`config.mk`:
```
export PLATFORM = sky130hd
export DESIGN_NAME = text_console_cell_writer_unit_flat
export DESIGN_NICKNAME = d
export VERILOG_FILES = /design/src/rtl/tccw_pkg.sv /design/src/rtl/tccw_channels.sv /design/src/rtl/text_console_cell_writer_unit.sv /design/src/rtl/tccw_ctrl.sv /design/src/rtl/tccw_dp.sv /design/src/flat_wrapper.sv
export SDC_FILE = /design/constraint.sdc
export NUM_CORES = 1
export LEC_CHECK = 0
export BUFFER_PORTS_ARGS = -buffer_cell sky130_fd_sc_hd__buf_2
export CORE_MARGIN = 2
export CORE_UTILIZATION = 40
export DETAILED_ROUTE_END_ITERATION = 12
export GPL_TIMING_DRIVEN = 0
export PLACE_DENSITY = 0.67
export SLEW_MARGIN = 40
export SYNTH_ARGS = -nofsm -noshare
export SYNTH_HDL_FRONTEND = slang
export SYNTH_SLANG_ARGS = --single-unit
```
`constraint.sdc`:
```
create_clock -name clk -period 11 [get_ports clk]
set_clock_uncertainty 0.2 [all_clocks]
set_input_delay 1.1 -clock clk [delete_from_list [all_inputs] [get_ports clk]]
set_output_delay 1.1 -clock clk [all_outputs]
set_load 0.005 [all_outputs]
```
`src/rtl/tccw_pkg.sv`:
```
// Shared types, constants and helper functions of the text console cell writer.
`default_nettype none
package tccw_pkg;

	localparam int COLUMNS = 80;
	localparam int ROWS    = 25;

	localparam int COL_W   = $clog2(COLUMNS);
	localparam int ROW_W   = $clog2(ROWS);
	localparam int ADDR_W  = 11;
	localparam int GRID_W  = $clog2(ROWS * COLUMNS);
	localparam int AFULL_W = (GRID_W > ADDR_W) ? GRID_W : ADDR_W;

	localparam int NUM_W   = 32;
	localparam int DIGIT_W = 4;
	localparam int DEPTH   = 32;
	localparam int IDX_W   = $clog2(DEPTH);
	// quotient of a 32-bit value by ten
	localparam int QUO_W   = 29;
	localparam logic [NUM_W-1:0] RECIP_TEN = 32'hCCCC_CCCD;
	localparam int RECIP_SHIFT = 35;

	localparam logic [7:0] COLOR_RESET = 8'h0F;
	localparam logic [7:0] CHAR_ZERO   = 8'h30;
	localparam logic [7:0] CHAR_A      = 8'h41;

	typedef enum logic [1:0] {
		CMD_PUT     = 2'd0,
		CMD_NEWLINE = 2'd1,
		CMD_NUMBER  = 2'd2
	} cmd_code_t;

	typedef enum logic [1:0] {
		RADIX_DEC = 2'd0,
		RADIX_HEX = 2'd1,
		RADIX_BIN = 2'd2
	} radix_code_t;

	typedef enum logic [2:0] {
		ST_IDLE,
		ST_PUT,
		ST_DIV,
		ST_STEP,
		ST_EMIT
	} state_t;

	// controller to datapath
	typedef struct packed {
		logic take;
		logic conv_div;
		logic conv_step;
		logic emit_put;
		logic emit_digit;
	} ctl_t;

	// datapath to controller
	typedef struct packed {
		logic       req_valid;
		logic [1:0] req_cmd;
		logic [1:0] req_radix;
		logic       out_free;
		logic       step_last;
		logic       ptr_zero;
	} sts_t;

	function automatic logic [7:0] digit_char(input logic [DIGIT_W-1:0] d);
		logic [7:0] ch;
		if (d < 4'd10) begin
			ch = CHAR_ZERO + {4'd0, d};
		end else begin
			ch = CHAR_A + {4'd0, d} - 8'd10;
		end
		return ch;
	endfunction

endpackage
`default_nettype wire

```
`src/rtl/tccw_channels.sv`:
```
// Valid/ready channel interfaces for console commands and cell writes.
`default_nettype none
interface tccw_req_if;
	logic        valid;
	logic        ready;
	logic [1:0]  cmd;
	logic [7:0]  char_code;
	logic [7:0]  attribute;
	logic [31:0] number;
	logic [1:0]  radix_select;

	modport source (output valid, cmd, char_code, attribute, number, radix_select,
		input ready);
	modport sink (input valid, cmd, char_code, attribute, number, radix_select,
		output ready);
endinterface

interface tccw_cell_if;
	logic                        valid;
	logic                        ready;
	logic [tccw_pkg::ADDR_W-1:0] cell_address;
	logic [15:0]                 cell_value;
	logic                        last_cell;

	modport source (output valid, cell_address, cell_value, last_cell, input ready);
	modport sink (input valid, cell_address, cell_value, last_cell, output ready);
endinterface
`default_nettype wire

```
`src/rtl/text_console_cell_writer_unit.sv`:
```
// Top level of the text console cell writer: controller plus datapath.
`default_nettype none
// Usage:
//   req   - command transactions (cmd, char_code, attribute, number,
//           radix_select), valid/ready. One command is taken at a time.
//   cells - cell write transactions (cell_address, cell_value, last_cell),
//           valid/ready, driven from an output register.
//   cfg_we/cfg_wdata - write the default color used for digit cells; write
//           only while the block is idle.
// Timing: put character moves to a put state after acceptance and loads its
//   cell into the output register once that register is free; a newline
//   writes nothing. Print number converts one digit per cycle for hex and
//   binary; decimal alternates a divide state and a step state (the
//   divide-by-ten multiplier is registered before the remainder step),
//   then emits one digit cell per cycle while the output register is free.
// The next command is accepted as soon as the last cell of the previous one
//   is loaded into the output register, even if that cell still waits.
// Reset puts the cursor at row 0, column 0 and the color at 0x0F.
// A stalled receiver holds the output register and freezes emission.
module text_console_cell_writer_unit (
	input  wire          clk,
	input  wire          arst_n,
	input  wire          cfg_we,
	input  wire  [7:0]   cfg_wdata,
	tccw_req_if.sink     req,
	tccw_cell_if.source  cells
);
	import tccw_pkg::*;

	ctl_t ctl;
	sts_t sts;

	// sequence each command
	tccw_ctrl u_ctrl (
		.clk    (clk),
		.arst_n (arst_n),
		.sts    (sts),
		.ctl    (ctl)
	);

	// hold cursor, digits and the output register
	tccw_dp u_dp (
		.clk       (clk),
		.arst_n    (arst_n),
		.cfg_we    (cfg_we),
		.cfg_wdata (cfg_wdata),
		.req       (req),
		.cells     (cells),
		.ctl       (ctl),
		.sts       (sts)
	);

endmodule
`default_nettype wire

```
`src/rtl/tccw_ctrl.sv`:
```
// Controller state machine: sequences accept, digit conversion and cell emission.
`default_nettype none
module tccw_ctrl (
	input  wire               clk,
	input  wire               arst_n,
	input  tccw_pkg::sts_t    sts,
	output tccw_pkg::ctl_t    ctl
);
	import tccw_pkg::*;

	state_t state_q, state_d;

	always_ff @(posedge clk or negedge arst_n) begin
		if (!arst_n) begin
			state_q <= ST_IDLE;
		end else begin
			state_q <= state_d;
		end
	end

	always_comb begin
		state_d = state_q;
		ctl     = '0;
		case (state_q)
			ST_IDLE: begin
				ctl.take = 1'b1;
				if (sts.req_valid) begin
					case (sts.req_cmd)
						CMD_PUT: state_d = ST_PUT;
						CMD_NUMBER: begin
							case (sts.req_radix)
								RADIX_DEC: state_d = ST_DIV;
								RADIX_HEX, RADIX_BIN: state_d = ST_STEP;
								default: state_d = ST_IDLE;
							endcase
						end
						default: state_d = ST_IDLE;
					endcase
				end
			end
			ST_PUT: begin
				if (sts.out_free) begin
					ctl.emit_put = 1'b1;
					state_d      = ST_IDLE;
				end
			end
			ST_DIV: begin
				ctl.conv_div = 1'b1;
				state_d      = ST_STEP;
			end
			ST_STEP: begin
				ctl.conv_step = 1'b1;
				if (sts.step_last) begin
					state_d = ST_EMIT;
				end else if (sts.req_radix == RADIX_DEC) begin
					state_d = ST_DIV;
				end
			end
			ST_EMIT: begin
				if (sts.out_free) begin
					ctl.emit_digit = 1'b1;
					if (sts.ptr_zero) begin
						state_d = ST_IDLE;
					end
				end
			end
			default: state_d = ST_IDLE;
		endcase
	end

endmodule
`default_nettype wire

```
`src/rtl/tccw_dp.sv`:
```
// Datapath: cursor, color register, digit conversion, digit stack and output register.
`default_nettype none
module tccw_dp (
	input  wire               clk,
	input  wire               arst_n,
	input  wire               cfg_we,
	input  wire  [7:0]        cfg_wdata,
	tccw_req_if.sink          req,
	tccw_cell_if.source       cells,
	input  tccw_pkg::ctl_t    ctl,
	output tccw_pkg::sts_t    sts
);
	import tccw_pkg::*;

	logic [7:0]         color_q;
	logic [COL_W-1:0]   col_q;
	logic [ROW_W-1:0]   row_q;
	logic [7:0]         char_q;
	logic [7:0]         attr_q;
	logic [1:0]         radix_q;
	logic [NUM_W-1:0]   num_q;
	logic [QUO_W-1:0]   quo_q;
	logic [IDX_W-1:0]   wr_idx_q;
	logic [IDX_W-1:0]   ptr_q;
	logic [DIGIT_W-1:0] digits_q [DEPTH];

	logic                 out_valid_q;
	logic [ADDR_W-1:0]    out_addr_q;
	logic [15:0]          out_value_q;
	logic                 out_last_q;

	logic                 load;
	logic                 emit;
	logic                 row_last;
	logic                 col_last;
	logic [2*NUM_W-1:0]   product;
	logic [NUM_W-1:0]     quo_ten;
	logic [NUM_W-1:0]     rem_dec;
	logic [DIGIT_W-1:0]   step_digit;
	logic [NUM_W-1:0]     step_num;
	logic [AFULL_W-1:0]   addr_full;

	assign load     = ctl.take && req.valid;
	assign emit     = ctl.emit_put || ctl.emit_digit;
	assign row_last = (row_q == ROW_W'(ROWS - 1));
	assign col_last = (col_q == COL_W'(COLUMNS - 1));

	assign req.ready = ctl.take;

	assign sts.req_valid = req.valid;
	assign sts.req_cmd   = ctl.take ? req.cmd : CMD_NUMBER;
	assign sts.req_radix = ctl.take ? req.radix_select : radix_q;
	assign sts.out_free  = !out_valid_q || cells.ready;
	assign sts.ptr_zero  = (ptr_q == '0);

	// divide by ten through the reciprocal, remainder by shift-add
	assign product = num_q * RECIP_TEN;
	assign quo_ten = ({3'd0, quo_q} << 3) + ({3'd0, quo_q} << 1);
	assign rem_dec = num_q - quo_ten;

	always_comb begin
		case (radix_q)
			RADIX_DEC: begin
				step_digit = rem_dec[DIGIT_W-1:0];
				step_num   = {3'd0, quo_q};
			end
			RADIX_HEX: begin
				step_digit = num_q[3:0];
				step_num   = {4'd0, num_q[NUM_W-1:4]};
			end
			default: begin
				step_digit = {3'd0, num_q[0]};
				step_num   = {1'b0, num_q[NUM_W-1:1]};
			end
		endcase
	end
	assign sts.step_last = (step_num == '0);

	assign addr_full = AFULL_W'(row_q) * AFULL_W'(COLUMNS) + AFULL_W'(col_q);

	always_ff @(posedge clk or negedge arst_n) begin
		if (!arst_n) begin
			color_q <= COLOR_RESET;
		end else if (cfg_we) begin
			color_q <= cfg_wdata;
		end
	end

	// cursor: newline at accept, advance on every cell write
	always_ff @(posedge clk or negedge arst_n) begin
		if (!arst_n) begin
			col_q <= '0;
			row_q <= '0;
		end else if (load && req.cmd == CMD_NEWLINE) begin
			col_q <= '0;
			row_q <= row_last ? '0 : row_q + 1'b1;
		end else if (emit) begin
			if (col_last) begin
				col_q <= '0;
				row_q <= row_last ? '0 : row_q + 1'b1;
			end else begin
				col_q <= col_q + 1'b1;
			end
		end
	end

	// item payload and conversion registers
	always_ff @(posedge clk) begin
		if (load) begin
			char_q  <= req.char_code;
			attr_q  <= req.attribute;
			radix_q <= req.radix_select;
			num_q   <= req.number;
		end else if (ctl.conv_step) begin
			num_q <= step_num;
		end
		if (ctl.conv_div) begin
			quo_q <= product[2*NUM_W-1:RECIP_SHIFT];
		end
	end

	always_ff @(posedge clk or negedge arst_n) begin
		if (!arst_n) begin
			wr_idx_q <= '0;
			ptr_q    <= '0;
		end else if (load) begin
			wr_idx_q <= '0;
		end else if (ctl.conv_step) begin
			wr_idx_q <= wr_idx_q + 1'b1;
			ptr_q    <= wr_idx_q;
		end else if (ctl.emit_digit) begin
			ptr_q <= ptr_q - 1'b1;
		end
	end

	always_ff @(posedge clk) begin
		if (ctl.conv_step) begin
			digits_q[wr_idx_q] <= step_digit;
		end
	end

	// output register
	always_ff @(posedge clk or negedge arst_n) begin
		if (!arst_n) begin
			out_valid_q <= 1'b0;
		end else if (emit) begin
			out_valid_q <= 1'b1;
		end else if (cells.ready) begin
			out_valid_q <= 1'b0;
		end
	end

	always_ff @(posedge clk) begin
		if (emit) begin
			out_addr_q <= addr_full[ADDR_W-1:0];
			if (ctl.emit_put) begin
				out_value_q <= {attr_q, char_q};
				out_last_q  <= 1'b1;
			end else begin
				out_value_q <= {color_q, digit_char(digits_q[ptr_q])};
				out_last_q  <= (ptr_q == '0);
			end
		end
	end

	assign cells.valid        = out_valid_q;
	assign cells.cell_address = out_addr_q;
	assign cells.cell_value   = out_value_q;
	assign cells.last_cell    = out_last_q;

endmodule
`default_nettype wire

```
`src/flat_wrapper.sv`:
```
// flat-port wrapper written by rule: the top's interface ports become plain ports
module text_console_cell_writer_unit_flat import tccw_pkg::*;
  (clk, arst_n, cfg_we, cfg_wdata, req_valid, req_cmd, req_char_code, req_attribute, req_number, req_radix_select, req_ready, cells_valid, cells_cell_address, cells_cell_value, cells_last_cell, cells_ready);
  tccw_req_if req_i ();
  tccw_cell_if cells_i ();
  input  wire clk;
  input  wire arst_n;
  input  wire cfg_we;
  input  wire  [7:0] cfg_wdata;
  input wire logic [$bits(req_i.valid)-1:0] req_valid;
  input wire logic [$bits(req_i.cmd)-1:0] req_cmd;
  input wire logic [$bits(req_i.char_code)-1:0] req_char_code;
  input wire logic [$bits(req_i.attribute)-1:0] req_attribute;
  input wire logic [$bits(req_i.number)-1:0] req_number;
  input wire logic [$bits(req_i.radix_select)-1:0] req_radix_select;
  output wire logic [$bits(req_i.ready)-1:0] req_ready;
  output wire logic [$bits(cells_i.valid)-1:0] cells_valid;
  output wire logic [$bits(cells_i.cell_address)-1:0] cells_cell_address;
  output wire logic [$bits(cells_i.cell_value)-1:0] cells_cell_value;
  output wire logic [$bits(cells_i.last_cell)-1:0] cells_last_cell;
  input wire logic [$bits(cells_i.ready)-1:0] cells_ready;
  assign req_i.valid = req_valid;
  assign req_i.cmd = req_cmd;
  assign req_i.char_code = req_char_code;
  assign req_i.attribute = req_attribute;
  assign req_i.number = req_number;
  assign req_i.radix_select = req_radix_select;
  assign req_ready = req_i.ready;
  assign cells_valid = cells_i.valid;
  assign cells_cell_address = cells_i.cell_address;
  assign cells_cell_value = cells_i.cell_value;
  assign cells_last_cell = cells_i.last_cell;
  assign cells_i.ready = cells_ready;
  text_console_cell_writer_unit u_core (.clk(clk), .arst_n(arst_n), .cfg_we(cfg_we), .cfg_wdata(cfg_wdata), .req(req_i), .cells(cells_i));
endmodule
```
==> impl_results.md <==
* Largest area contributor in the synthesized netlist: fa_1
* Crit path required time at ~11 ns
* Top cell type's share of synthesized area at about 27%
* Total number of vias at 18600
* Final hold viol count at 0
* Layout cells sized above 1 at 8.96%
* Post-synth ARST share at approximately an eighth
* Initial antenna violation count at 0
* Mapped cell area at 28300 um2
* Setup WS pre-CTS at 2.20 ns
* Worst reg2reg path depth at 25
* DR WL met2 at 34.8 mm
* Overall die height at 270 um
* Cell Area, Placed at approximately 30000 um2
* Clock-pin slew on the worst setup and hold paths at around 0.07 ns
* Crit path capture type: register
* Mapped Nets at ~3300
* Total Wirelength at between 70 and 80 mm
* ANT nets after route at 0
* Synth unique cells at 66
* Placer Congestion at approximately 0.97
* Seq cells post-synth at 269
* Arr. time, crit path at around 9.0 ns
* Congestion Overflow GR at 0
* DR DRC count at 0
* RSZ-0062 raised after global routing: no
* CTS tree: done
* Slew Limit Fails at 0
* Ys Warns at 0
* Sequential share of the synthesized area at between 20% and 30%
* Post-CTS setup buffer count at 0
* Post-Syn Instances at roughly 2500
* DR WL/cell at just over 20 um
* Vias in the first global route at 19000
* Placed wire-length estimate at about 63 mm
* Port Buf Inserts at 93
* DRT met1 WL at approximately 32 mm
* Post-synth top flop: edfxtp_1
* Total negative slack at 0 ns
* Max Fclk at 112 MHz
* Synth area leaders: fa_1 (27%), edfxtp_1 (25%), ha_1 (16%)
* Tightest Hold Check Type: in2async
* Top layer in use: met4
* # diodes at 0
* Final worst slack at between 2 and 2.5 ns
* FF-to-FF Start: u_core.u_dp.num_q[19]
* Reg area at 7910 um2
* Worst-Margin Slew at around 0.94 ns
* Relative slew slack at a little under two fifths
* Wire length on met3 at 5.10 mm
* I/O Pins at 95
* Critical Path Source Type: register
* Num CTS Buffers at 25
* P&R area growth vs syn at 9.63%
* Worst-case clock buffer depth at 3
* Critical path class: reg2reg
* Worst R2R Setup Slack at about 2.1 ns
* Clock latency on the worst-skew pair at 0.55 ns
* Filler cell count at around 6500
* Maximum capacitance violations at 0
* Worst r2r dst: u_core.u_dp.quo_q[23]
* Nets@finish at 3425
* Status: complete, no violations
* First-pass GRT wire length at approximately 110 mm
* Row cnt at 97
* H-tree depth at 1
* Post-synth EDFFs at around 240
* Starting Density at 40.4%
* Pin count of the biggest net entering global routing at 33
* Cts hold-fix bufs at 0
* Largest fanout on the critical path at 7
* Die Width at between 200 and 300 um
* Design Area, Final at ~31000 um2
* Clk sinks at 269
* Post-synthesis area per instance at 11.4 um2
* Multi-input gate area at about 18000 um2
* 1st-iter DRT viols at 1504
* Total Routing Usage GR at 20.6%
* DIE AREA at 72900 um2
* Post-DR vias/cell at 5.21
* Minimum clock period at 8.91 ns
* Root Buffer: clkbuf_16
* First-pass DRT Iterations at 5
* Tcrit/Tclk final at 81.0%
* Core footprint at approximately 70000 um2
* Final setup fails at 0
* CTS resizes at 0
cell usage after synthesis, types with 6 or more instances:
cell and instances:
inv_1 550, a21oi_1 96, mux4_2 40, a31oi_1 8, o21ai_0 77, mux2i_1 34, nand2b_1 14, o21bai_1 6
nor3_1 14, nand4_1 17, fa_1 388, nand2_1 140, buf_2 6, a211oi_1 8, and3_1 9, edfxtp_1 235
xnor2_1 43, o211ai_1 8, dfrtp_1 30, and2_1 12, nor2_1 108, xor2_1 58, a21o_1 41, ha_1 368
o21a_1 6, clkbuf_1 38, nor2b_1 9, mux2_2 11, nand3_1 23
cell families after synthesis:
| logic type | Yosys count | share of synthesized area (%) |
|---|---|---|
| xor+xnor | 101 | 3.13 |
| fa+ha+maj | 756 | 43.7 |
| flops | 269 | 28.0 |
| buf+inv | 602 | 8.08 |
| compound gates | 285 | 6.16 |
| mux | 85 | 4.83 |
| simple gates | 374 | 6.11 |
per-layer routing:
layer | global-route usage, % | up-vias
met5 | 0 | -
met4 | 5.48 | 0
met2 | 33.8 | 636
li1 | - | 8389
met1 | 28.9 | 9429
met3 | 2.62 | 101
worst max-delay path by stage:
| stage | endpoint | cells after the start | startpoint |
|---|---|---|---|
| global placement | u_core.u_dp.quo_q[28] | 23 | u_core.u_dp.num_q[12] |
| floorplan | u_core.u_dp.quo_q[28] | 25 | u_core.u_dp.num_q[20] |
| finish | u_core.u_dp.quo_q[23] | 25 | u_core.u_dp.num_q[19] |
| global route | u_core.u_dp.quo_q[23] | 24 | u_core.u_dp.num_q[19] |
| CTS | u_core.u_dp.quo_q[28] | 23 | u_core.u_dp.num_q[12] |
| detailed placement | u_core.u_dp.quo_q[28] | 23 | u_core.u_dp.num_q[19] |
area by class of cell:
class / instances / share of cell area, %
multi-input cells: 1601 / 58.5
clock inverters: 13 / 0.452
clock buffers: 33 / 2.28
flip-flops and latches: 269 / 25.5
inverters: 550 / 6.66
plain buffers: 52 / 0.722
well taps: 940 / 3.79
repair buffers: 105 / 2.06
state kept, by name (all words and copies together) (netlist names):
name,count
u_core.u_dp.cells.valid,1
u_core.u_dp.col_q,7
u_core.u_dp.ptr_q,5
u_core.u_dp.attr_q,8
u_core.u_dp.cells.cell_value,16
u_core.u_dp.wr_idx_q,5
u_core.u_dp.quo_q,29
u_core.u_dp.digits_q,128
u_core.u_ctrl.state_q,3
u_core.u_dp.row_q,5
u_core.u_dp.cells.last_cell,1
u_core.u_dp.num_q,32
u_core.u_dp.radix_q,2
u_core.u_dp.color_q,8
u_core.u_dp.cells.cell_address,11
u_core.u_dp.char_q,8
per-stage QoR:
stage / hold WS (ns) / std cells / utilization [%]
4_1_cts: 0.267 / 3562 / 44.3
3_3_place_gp: 0.290 / 3505 / 42.7
3_5_place_dp: 0.295 / 3516 / 43.1
2_1_floorplan: 0.265 / 2472 / -
5_1_grt: 0.286 / 3563 / 44.3
6_report: 0.281 / 3563 / 44.3
layout by cell type, fill, tap and decap left out, types with 8 or more instances in the layout:
master     count
a211oi_1       8
a21o_1        41
a21oi_1       95
a31oi_1        8
and2_1        11
and3_1         9
buf_2        102
clkbuf_1      39
clkbuf_16     25
dfrtp_1       30
edfxtp_1     235
fa_1         388
ha_1         368
inv_1        550
mux2_2        11
mux2i_1       34
mux4_2        40
nand2_1      139
nand2b_1      14
nand3_1       23
nand4_1       17
nor2_1       106
nor2b_1        9
nor3_1        13
o211ai_1       8
o21ai_0       76
xnor2_1       43
xor2_1        58
worst max-delay path: stages, from the launching register on:
cell and delay (ns):
edfxtp_1 0.68, ha_1 0.69, inv_1 0.17, fa_1 0.52
inv_1 0.05, fa_1 0.60, inv_1 0.09, fa_1 0.50
inv_1 0.05, fa_1 0.59, fa_1 0.49, fa_1 0.51
inv_1 0.05, fa_1 0.47, inv_1 0.04, ha_1 0.36
nand4_1 0.39, nor2_1 0.39, o2111ai_1 0.16, a21oi_1 0.21
o211a_1 0.36, o211ai_1 0.20, o211ai_1 0.32, a41oi_1 0.21
o21ai_0 0.27, xnor2_1 0.09
Power is left out: the tool's default activity adds up to more than one toggle a clock period on the data nets, which glitch-free logic cannot reach.
